File: src/hdl/sld_pkg.sv
package sld_pkg;

    // configuration register indexes
    typedef logic [2:0] cfg_idx_t;
    localparam cfg_idx_t CFG_SYNC_VALUE      = 3'd0;
    localparam cfg_idx_t CFG_OWN_ADDRESS     = 3'd1;
    localparam cfg_idx_t CFG_LENGTH_POSITION = 3'd2;
    localparam cfg_idx_t CFG_MIN_LENGTH      = 3'd3;
    localparam cfg_idx_t CFG_MAX_LENGTH      = 3'd4;

    // configuration reset values
    localparam logic [7:0] SYNC_VALUE_RST      = 8'h00;
    localparam logic [7:0] OWN_ADDRESS_RST     = 8'hbb;
    localparam logic [5:0] LENGTH_POSITION_RST = 6'd5;
    localparam logic [6:0] MIN_LENGTH_RST      = 7'd8;
    localparam logic [6:0] MAX_LENGTH_RST      = 7'd64;

    typedef enum logic [2:0] {
        ST_HUNT1,
        ST_HUNT2,
        ST_ADDR,
        ST_LEN,
        ST_CHECK,
        ST_BODY,
        ST_EMIT_RD,
        ST_EMIT_LD
    } state_t;

    // controller -> datapath
    typedef struct packed {
        logic fill_clr;     // drop frame, fill count to zero
        logic store_first;  // write byte at offset 0, fill count to one
        logic store;        // write byte at fill count, count up
        logic len_rd;       // read length offset, keep byte for bypass
        logic target_ld;    // latch accepted length
        logic emit_start;   // emit index to zero
        logic emit_rd;      // read store at emit index
        logic out_load;     // load output register, step emit index
    } dp_cmd_t;

    // datapath -> controller
    typedef struct packed {
        logic sync_hit;
        logic addr_hit;
        logic fill_full;
        logic len_due;
        logic len_ok;
        logic body_done;
        logic emit_last;
        logic out_free;
    } dp_sts_t;

endpackage

File: src/hdl/sld_ctrl.sv
module sld_ctrl (
    input  logic             clk,
    input  logic             rst_n,
    input  logic             in_valid,
    output logic             in_ready,
    input  sld_pkg::dp_sts_t sts,
    output sld_pkg::dp_cmd_t cmd
);
    import sld_pkg::*;

    state_t state_reg;
    state_t state_next;

    always_ff @(posedge clk or negedge rst_n)
    begin
        if (!rst_n)
        begin
            state_reg <= ST_HUNT1;
        end
        else
        begin
            state_reg <= state_next;
        end
    end

    always_comb
    begin
        state_next = state_reg;
        cmd        = '0;
        in_ready   = 1'b0;
        unique case (state_reg)
            ST_HUNT1:
            begin
                in_ready = 1'b1;
                if (in_valid)
                begin
                    if (sts.sync_hit)
                    begin
                        cmd.store_first = 1'b1;
                        state_next      = ST_HUNT2;
                    end
                    else
                    begin
                        cmd.fill_clr = 1'b1;
                    end
                end
            end
            ST_HUNT2:
            begin
                in_ready = 1'b1;
                if (in_valid)
                begin
                    if (sts.sync_hit)
                    begin
                        cmd.store  = 1'b1;
                        state_next = ST_ADDR;
                    end
                    else
                    begin
                        cmd.fill_clr = 1'b1;
                        state_next   = ST_HUNT1;
                    end
                end
            end
            ST_ADDR:
            begin
                in_ready = 1'b1;
                if (in_valid)
                begin
                    if (sts.addr_hit)
                    begin
                        cmd.store  = 1'b1;
                        state_next = ST_LEN;
                    end
                    else
                    begin
                        cmd.fill_clr = 1'b1;
                        state_next   = ST_HUNT1;
                    end
                end
            end
            ST_LEN:
            begin
                in_ready = 1'b1;
                if (in_valid)
                begin
                    if (sts.fill_full)
                    begin
                        cmd.fill_clr = 1'b1;
                        state_next   = ST_HUNT1;
                    end
                    else
                    begin
                        cmd.store  = 1'b1;
                        cmd.len_rd = 1'b1;
                        state_next = ST_CHECK;
                    end
                end
            end
            ST_CHECK:
            begin
                if (sts.len_due)
                begin
                    if (sts.len_ok)
                    begin
                        cmd.target_ld = 1'b1;
                        state_next    = ST_BODY;
                    end
                    else
                    begin
                        cmd.fill_clr = 1'b1;
                        state_next   = ST_HUNT1;
                    end
                end
                else if (sts.fill_full)
                begin
                    cmd.fill_clr = 1'b1;
                    state_next   = ST_HUNT1;
                end
                else
                begin
                    state_next = ST_LEN;
                end
            end
            ST_BODY:
            begin
                in_ready = 1'b1;
                if (in_valid)
                begin
                    if (sts.fill_full)
                    begin
                        cmd.fill_clr = 1'b1;
                        state_next   = ST_HUNT1;
                    end
                    else
                    begin
                        cmd.store = 1'b1;
                        if (sts.body_done)
                        begin
                            cmd.emit_start = 1'b1;
                            state_next     = ST_EMIT_RD;
                        end
                    end
                end
            end
            ST_EMIT_RD:
            begin
                cmd.emit_rd = 1'b1;
                state_next  = ST_EMIT_LD;
            end
            ST_EMIT_LD:
            begin
                if (sts.out_free)
                begin
                    cmd.out_load = 1'b1;
                    if (sts.emit_last)
                    begin
                        cmd.fill_clr = 1'b1;
                        state_next   = ST_HUNT1;
                    end
                    else
                    begin
                        state_next = ST_EMIT_RD;
                    end
                end
            end
            default:
            begin
                state_next = ST_HUNT1;
            end
        endcase
    end

endmodule

File: src/hdl/sld_dp.sv
module sld_dp #(
    parameter int BUF_DEPTH = 64
) (
    input  logic                 clk,
    input  logic                 rst_n,
    input  sld_pkg::dp_cmd_t     cmd,
    output sld_pkg::dp_sts_t     sts,
    input  logic                 cfg_valid,
    input  sld_pkg::cfg_idx_t    cfg_index,
    input  logic [7:0]           cfg_data,
    input  logic [7:0]           rx_byte,
    output logic                 out_valid,
    input  logic                 out_ready,
    output logic [7:0]           frame_byte,
    output logic [5:0]           byte_position,
    output logic                 frame_end
);
    import sld_pkg::*;

    localparam int AW = $clog2(BUF_DEPTH);
    localparam int FW = $clog2(BUF_DEPTH + 1);

    logic [7:0]    sync_value_reg;
    logic [7:0]    own_address_reg;
    logic [5:0]    length_position_reg;
    logic [6:0]    min_length_reg;
    logic [6:0]    max_length_reg;

    logic [FW-1:0] fill_reg;
    logic [FW-1:0] fill_next;
    logic [FW-1:0] target_reg;
    logic [AW-1:0] emit_idx_reg;
    logic          hit_reg;
    logic [7:0]    byte_reg;
    logic          out_valid_reg;
    logic [7:0]    frame_byte_reg;
    logic [5:0]    byte_position_reg;
    logic          frame_end_reg;

    logic [7:0]    mem [BUF_DEPTH];
    logic [7:0]    rd_data_reg;
    logic          wr_en;
    logic [AW-1:0] wr_addr;
    logic          rd_en;
    logic [AW-1:0] rd_addr;
    logic [7:0]    len_value;

    // config registers
    always_ff @(posedge clk or negedge rst_n)
    begin
        if (!rst_n)
        begin
            sync_value_reg      <= SYNC_VALUE_RST;
            own_address_reg     <= OWN_ADDRESS_RST;
            length_position_reg <= LENGTH_POSITION_RST;
            min_length_reg      <= MIN_LENGTH_RST;
            max_length_reg      <= MAX_LENGTH_RST;
        end
        else if (cfg_valid)
        begin
            unique case (cfg_index)
                CFG_SYNC_VALUE:      sync_value_reg      <= cfg_data;
                CFG_OWN_ADDRESS:     own_address_reg     <= cfg_data;
                CFG_LENGTH_POSITION: length_position_reg <= cfg_data[5:0];
                CFG_MIN_LENGTH:      min_length_reg      <= cfg_data[6:0];
                CFG_MAX_LENGTH:      max_length_reg      <= cfg_data[6:0];
                default:             ;
            endcase
        end
    end

    always_comb
    begin
        fill_next = fill_reg;
        if (cmd.fill_clr)
        begin
            fill_next = '0;
        end
        else if (cmd.store_first)
        begin
            fill_next = FW'(1);
        end
        else if (cmd.store)
        begin
            fill_next = fill_reg + FW'(1);
        end
    end

    always_ff @(posedge clk or negedge rst_n)
    begin
        if (!rst_n)
        begin
            fill_reg      <= '0;
            target_reg    <= '0;
            emit_idx_reg  <= '0;
            out_valid_reg <= 1'b0;
        end
        else
        begin
            fill_reg <= fill_next;
            if (cmd.target_ld)
            begin
                target_reg <= len_value[FW-1:0];
            end
            if (cmd.emit_start)
            begin
                emit_idx_reg <= '0;
            end
            else if (cmd.out_load)
            begin
                emit_idx_reg <= emit_idx_reg + AW'(1);
            end
            if (cmd.out_load)
            begin
                out_valid_reg <= 1'b1;
            end
            else if (out_ready)
            begin
                out_valid_reg <= 1'b0;
            end
        end
    end

    // frame store, one write and one registered read port
    assign wr_en   = cmd.store || cmd.store_first;
    assign wr_addr = cmd.store_first ? '0 : fill_reg[AW-1:0];
    assign rd_en   = cmd.len_rd || cmd.emit_rd;
    assign rd_addr = cmd.len_rd ? length_position_reg[AW-1:0] : emit_idx_reg;

    always_ff @(posedge clk)
    begin
        if (wr_en)
        begin
            mem[wr_addr] <= rx_byte;
        end
        if (rd_en)
        begin
            rd_data_reg <= mem[rd_addr];
        end
    end

    // length byte bypass: read returns old data when it hits the write
    always_ff @(posedge clk)
    begin
        if (cmd.len_rd)
        begin
            byte_reg <= rx_byte;
            hit_reg  <= (7'(length_position_reg) == 7'(fill_reg));
        end
        if (cmd.out_load)
        begin
            frame_byte_reg    <= rd_data_reg;
            byte_position_reg <= 6'(emit_idx_reg);
            frame_end_reg     <= sts.emit_last;
        end
    end

    assign len_value = hit_reg ? byte_reg : rd_data_reg;

    always_comb
    begin
        sts.sync_hit  = (rx_byte == sync_value_reg);
        sts.addr_hit  = (rx_byte == own_address_reg);
        sts.fill_full = (fill_reg >= FW'(BUF_DEPTH));
        sts.len_due   = (7'(length_position_reg) < 7'(fill_reg));
        sts.len_ok    = (len_value >= {1'b0, min_length_reg})
                     && (len_value <= {1'b0, max_length_reg})
                     && (len_value <= 8'(BUF_DEPTH))
                     && (len_value > 8'(fill_reg));
        sts.body_done = ((fill_reg + FW'(1)) == target_reg);
        sts.emit_last = ((FW'(emit_idx_reg) + FW'(1)) == fill_reg);
        sts.out_free  = !out_valid_reg || out_ready;
    end

    assign out_valid     = out_valid_reg;
    assign frame_byte    = frame_byte_reg;
    assign byte_position = byte_position_reg;
    assign frame_end     = frame_end_reg;

    // no overwrite of a result not yet taken
    assert property (@(posedge clk) disable iff (!rst_n)
        cmd.out_load |-> (!out_valid_reg || out_ready))
        else $error("output register overwritten while stalled");

    // stores stay inside the buffer
    assert property (@(posedge clk) disable iff (!rst_n)
        cmd.store |-> (fill_reg < FW'(BUF_DEPTH)))
        else $error("store beyond buffer depth");

    assert property (@(posedge clk) disable iff (!rst_n)
        fill_reg <= FW'(BUF_DEPTH))
        else $error("fill count beyond buffer depth");

    // a loaded length always completes within the buffer
    assert property (@(posedge clk) disable iff (!rst_n)
        cmd.target_ld |=> (target_reg > fill_reg) && (target_reg <= FW'(BUF_DEPTH)))
        else $error("accepted length cannot complete");

endmodule

File: src/hdl/sync_length_packet_deframer.sv
// Sync/length framed packet receiver.
//
// Input channel (in_valid/in_ready/rx_byte): one received byte per transfer.
// The block hunts for two bytes equal to the sync register, then an address
// byte equal to own_address, then collects bytes until the length byte at
// length_position is in. A length outside [min_length, max_length], above
// the buffer depth, or too small to complete drops the frame and the hunt
// restarts. Bytes are taken one per cycle while hunting and in the body;
// up to the length byte each byte is stored, then the registered read of
// the length offset and the range check run before the next byte is taken.
// Output channel (out_valid/out_ready): once the stated length is in, the
// stored frame is sent byte by byte with byte_position and frame_end on the
// last byte. Each byte is read from the single read port of the frame store
// and then loaded into the output register, and the next read starts only
// after that load. Input is not taken while a frame is sent; the last byte
// waits in the output register while the next input is accepted. A stall on
// out_ready holds the output register and the send sequencer.
// Config channel (cfg_valid/cfg_ready/cfg_index/cfg_data) is always ready.
// Reset: registers to their defaults, hunt for the first sync byte.
module sync_length_packet_deframer #(
    parameter int BUF_DEPTH = 64
) (
    input  logic        clk,
    input  logic        rst_n,
    input  logic        in_valid,
    output logic        in_ready,
    input  logic [7:0]  rx_byte,
    output logic        out_valid,
    input  logic        out_ready,
    output logic [7:0]  frame_byte,
    output logic [5:0]  byte_position,
    output logic        frame_end,
    input  logic        cfg_valid,
    output logic        cfg_ready,
    input  logic [2:0]  cfg_index,
    input  logic [7:0]  cfg_data
);
    import sld_pkg::*;

    dp_cmd_t cmd;
    dp_sts_t sts;

    // config writes are registered directly and never stall
    assign cfg_ready = 1'b1;

    // frame sequencer: hunt, length check, body collect, send
    sld_ctrl u_ctrl (
        .clk      (clk),
        .rst_n    (rst_n),
        .in_valid (in_valid),
        .in_ready (in_ready),
        .sts      (sts),
        .cmd      (cmd)
    );

    // config registers, frame store, counters, output register
    sld_dp #(
        .BUF_DEPTH (BUF_DEPTH)
    ) u_dp (
        .clk           (clk),
        .rst_n         (rst_n),
        .cmd           (cmd),
        .sts           (sts),
        .cfg_valid     (cfg_valid),
        .cfg_index     (cfg_idx_t'(cfg_index)),
        .cfg_data      (cfg_data),
        .rx_byte       (rx_byte),
        .out_valid     (out_valid),
        .out_ready     (out_ready),
        .frame_byte    (frame_byte),
        .byte_position (byte_position),
        .frame_end     (frame_end)
    );

endmodule

File: config.mk
export PLATFORM = sky130hd
export DESIGN_NAME = sync_length_packet_deframer
export DESIGN_NICKNAME = d
export VERILOG_FILES = /design/src/hdl/sld_pkg.sv /design/src/hdl/sld_ctrl.sv /design/src/hdl/sld_dp.sv /design/src/hdl/sync_length_packet_deframer.sv
export SDC_FILE = /design/constraint.sdc
export NUM_CORES = 1
export LEC_CHECK = 0
export BUFFER_PORTS_ARGS = -buffer_cell sky130_fd_sc_hd__buf_2
export CELL_PAD_IN_SITES_DETAIL_PLACEMENT = 0
export CELL_PAD_IN_SITES_GLOBAL_PLACEMENT = 1
export CORE_MARGIN = 8
export CORE_UTILIZATION = 48
export DETAILED_ROUTE_END_ITERATION = 8
export PLACE_DENSITY_LB_ADDON = 0.2
export SYNTH_ARGS = -nofsm -noshare
export SYNTH_HDL_FRONTEND = slang
export SYNTH_SLANG_ARGS = --single-unit
File: constraint.sdc
create_clock -name clk -period 3.08 [get_ports clk]
set_input_delay 0 -clock clk [delete_from_list [all_inputs] [get_ports clk]]
set_output_delay 0 -clock clk [all_outputs]
set_load 0.02 [all_outputs]
==> reports/qor.yml <==
place:
  gp_congestion: 0.878
  place.detailed.instances: 2689
  hpwlAfterDp_um: 48100
  portbufs: 40
  detailedPlace.worstSlack_ns: -0.0963
drt:
  route.final.wire_length_um: 73500
  detail-route-antenna-nets: 0
  drcViolationCount: 0
  detail_route.iter0.violations: 1778
  dr_total_vias: 17100
  detailedRoute.firstPassIterationCount: 6
  viasPerCell: 6.02
  wire_per_inst_um: 25.9
timing:
  final-max-slew-violation-count: 0
  grt_setup_unrepaired: "yes"
  fin_crit_sh_pct: 99.0
  transition_time_at_the_pin_with_the_least_slew_margin_ns: 1.20
  final.setup.worst_slack_ns: 0.0307
  slew_headroom_pct: 19.7
  max_freq_ghz: 0.328
  hold_violations: 0
  skew_ns: 0.0222
  finalWorstPathRequiredPeriod_ns: 3.05
  report.final.setup_viol: 0
synth:
  syn_area_per_cell_um2: 13.9
  yosys_most_used_dff: "sky130_fd_sc_hd__edfxtp_1"
  synth.largest_area_cell: "sky130_fd_sc_hd__edfxtp_1"
  netlist_cell_types: 75
  synth_largest_type_area_fraction_pct: 63.5
  postSynthNetCount: 1908
  post_synthesis_instance_area_um2: 25700
  asyncSetResetFlopFracSynth_pct: 9.93
  synth-seq-area-share_pct: 69.3
  yosysWarningCount: 0
  netlist_instances: 1854
  ys_seq_elements: 604
  yosys-top-cells-area: "sky130_fd_sc_hd__edfxtp_1 63%, sky130_fd_sc_hd__dfrtp_1 4.9%, sky130_fd_sc_hd__nand2_1 2.9%"
  number_of_flops_mapped_to_enable_cells_by_yosys: 544
run:
  cap_violations: 0
floorplanning:
  initial_cell_density_of_the_core_pct: 48.2
  die_w_um: 248
  row_count: 85
  design.die.area_um2: 61300
  boundaryPins: 42
  die_height_um: 248
  core_region_area_um2: 53400
cells_and_area:
  largest_register_ff_count: 512
  most-common-layout-cells: "544 x sky130_fd_sc_hd__edfxtp_1, 208 x sky130_fd_sc_hd__buf_4, 197 x sky130_fd_sc_hd__nand2_1, 100 x sky130_fd_sc_hd__and3_1, 92 x sky130_fd_sc_hd__nor2_1"
  antenna_diodes: 0
  mostFrequentLayoutCell: "sky130_fd_sc_hd__edfxtp_1"
  registers.top_by_ff_count: "u_dp.mem"
  layout.cells.non_filler: 2842
  proportion_of_layout_cells_with_a_drive_suffix_above_1_pct: 21.8
  post-route-util_pct: 57.6
  layout_overhead_on_the_synthesized_area_pct: 19.6
  design.final.nets: 2152
power:
  power.net_switching_mw: 8.43
  netSwitchingFraction_pct: 33.2
  p_comb_share_pct: 32.1
  power_leakage_nw: 11.0
  power-per-cell-area_nw_per_um2: 826
  relative_contribution_of_sequential_cells_to_total_power_pct: 37.9
  ir_worst_vdd_v: 0.000510
  clockPowerShare_pct: 30.0
  cellInternalPower_mw: 17.0
  design_power_total_mw: 25.4
clock_network:
  clk_pin_slew_worst_paths_ns: 0.06
  cts-htree-levels: 3
  cts_inserted_buffers: 67
  clkSinkCount: 604
  root_driver: "sky130_fd_sc_hd__clkbuf_16"
  worst_skew_pair.late_latency_ns: 0.60
  cts_max_path_buffers: 3
  cts_tree: "yes"
critical_path:
  worst_path_largest_cell_delay_ns: 0.41
  crit_family: "simple AND/OR/NAND/NOR gates"
  worstSetupPathType: "reg2reg"
  critPathMostFrequentCell: "sky130_fd_sc_hd__buf_4"
  setup.worst_path.end_class: "register"
  reg2regPathDepth: 11
  crit_path_max_fanout: 16
  crit_path_top_delay_cell: "sky130_fd_sc_hd__dfrtp_1"
  timing.critical_path.from_type: "register"
  timing.critical_path.cells: "nor4bb_2 -> buf_4 -> nand2_2 -> inv_2 -> mux2i_4 -> buf_12 -> buf_16 -> buf_4 -> a311oi_1 -> nor4_1 -> nand4_1"
  critical_path.n_buffers_inverters: 5
  critical_path_required_ns: 3.35
  worstPathArrival_ns: 3.32
  worstSetupPathDepth: 11
global_route:
  first_global_vias: 16800
  grt_first_pass_wirelength_um: 109000
  antenna_found_initial: 2
  grt_remaining_overflow: 0
  grt.total_usage_pct: 24.0
  grt_max_degree: 79
worst_hold_path:
  hold_path_depth: 2
  worst_hold_path_type: "in2reg"
status:
  outcome: "completed"
## Yosys cell counts (11+ instances only)
cell	n
sky130_fd_sc_hd__ha_1	30
sky130_fd_sc_hd__nand2_1	197
sky130_fd_sc_hd__and3_1	100
sky130_fd_sc_hd__nand4_1	31
sky130_fd_sc_hd__dfrtp_1	50
sky130_fd_sc_hd__a311oi_1	64
sky130_fd_sc_hd__nand3_1	69
sky130_fd_sc_hd__a222oi_1	16
sky130_fd_sc_hd__mux2i_1	52
sky130_fd_sc_hd__a31oi_1	26
sky130_fd_sc_hd__edfxtp_1	544
sky130_fd_sc_hd__xnor2_1	26
sky130_fd_sc_hd__a21boi_0	11
sky130_fd_sc_hd__buf_2	19
sky130_fd_sc_hd__a21oi_1	34
sky130_fd_sc_hd__xor2_1	14
sky130_fd_sc_hd__inv_1	23
sky130_fd_sc_hd__nor2_1	93
sky130_fd_sc_hd__a211oi_1	91
sky130_fd_sc_hd__nor4_1	26
sky130_fd_sc_hd__or4_1	11
sky130_fd_sc_hd__clkbuf_1	83
sky130_fd_sc_hd__mux2_2	34
sky130_fd_sc_hd__o21ai_0	55
## kinds of logic after synthesis
group	synth area share (%)
AOI/OAI and AO/OA	10.2
xor gates and xnor gates	1.36
adders and majority gates	1.46
buffers and inverters	2.61
DFF	69.3
muxes	3.98
other	0.0146
and+or+nand+nor	11.1
## repair_timing
item | CTS | global route
pin swaps | 2 | 3
hold endpoints to repair | 109 | 0
gates cloned | 0 | 2
setup endpoints to repair | 6 | 134
hold buffers | 30 | 0
gates resized for setup | 7 | 12
setup buffers | 1 | 3
## worst paths after layout
kind | startpoint | end | slack [ns]
worst max register to register | u_dp.fill_reg[6] | u_dp.rd_data_reg[3] | 0.03
worst max-delay path | u_dp.fill_reg[6] | u_dp.rd_data_reg[3] | 0.03
min in group asynchronous | rst_n | u_dp.emit_idx_reg[3] | 0.10
worst min-delay path | rx_byte[6] | u_dp.mem[12][6] | 0.06
worst min register to register | u_dp.rd_data_reg[3] | u_dp.frame_byte[3] | 0.51
max in group asynchronous | rst_n | u_dp.min_length_reg[3] | 2.05
## per-stage QoR
step	hold slack, ns	setup TNS, ns	instance area, um^2
4_1_cts	0.0111	0	30600
6_report	0.0586	0	30800
5_1_grt	0.0411	-0.713	30800
2_1_floorplan	-0.296	0	25700
3_3_place_gp	0.197	-0.209	28200
3_5_place_dp	0.203	-0.286	28200
## layout make-up
| type | count | area, um^2 |
|---|---|---|
| fillers | 4237 | 22600 |
| well taps | 696 | 871 |
| repair buffers | 299 | 2500 |
| multi-input cells | 1100 | 7390 |
| clock buffers | 77 | 1760 |
| flip-flops and latches | 604 | 17800 |
| clock inverters | 40 | 310 |
| inverters | 26 | 97.6 |
## per-layer routing
metal  GRT usage [%]  routed length [um]
met1            33.7               31700
met2            38.1               34400
met3            3.96                5350
met4            7.65                2010
met5               0                  13
## power by group through the flow
stage          logic, mW  registers [mW]  clock network [mW]
3_3_place_gp        7.72            9.78                   0
6_report            8.17            9.63                7.61
5_1_grt             8.75            9.65                8.08
4_1_cts             7.97            9.62                7.75
2_1_floorplan       4.58            9.61                   0
3_5_place_dp        7.82            9.79                   0
Power figures use the tool's default switching activity.
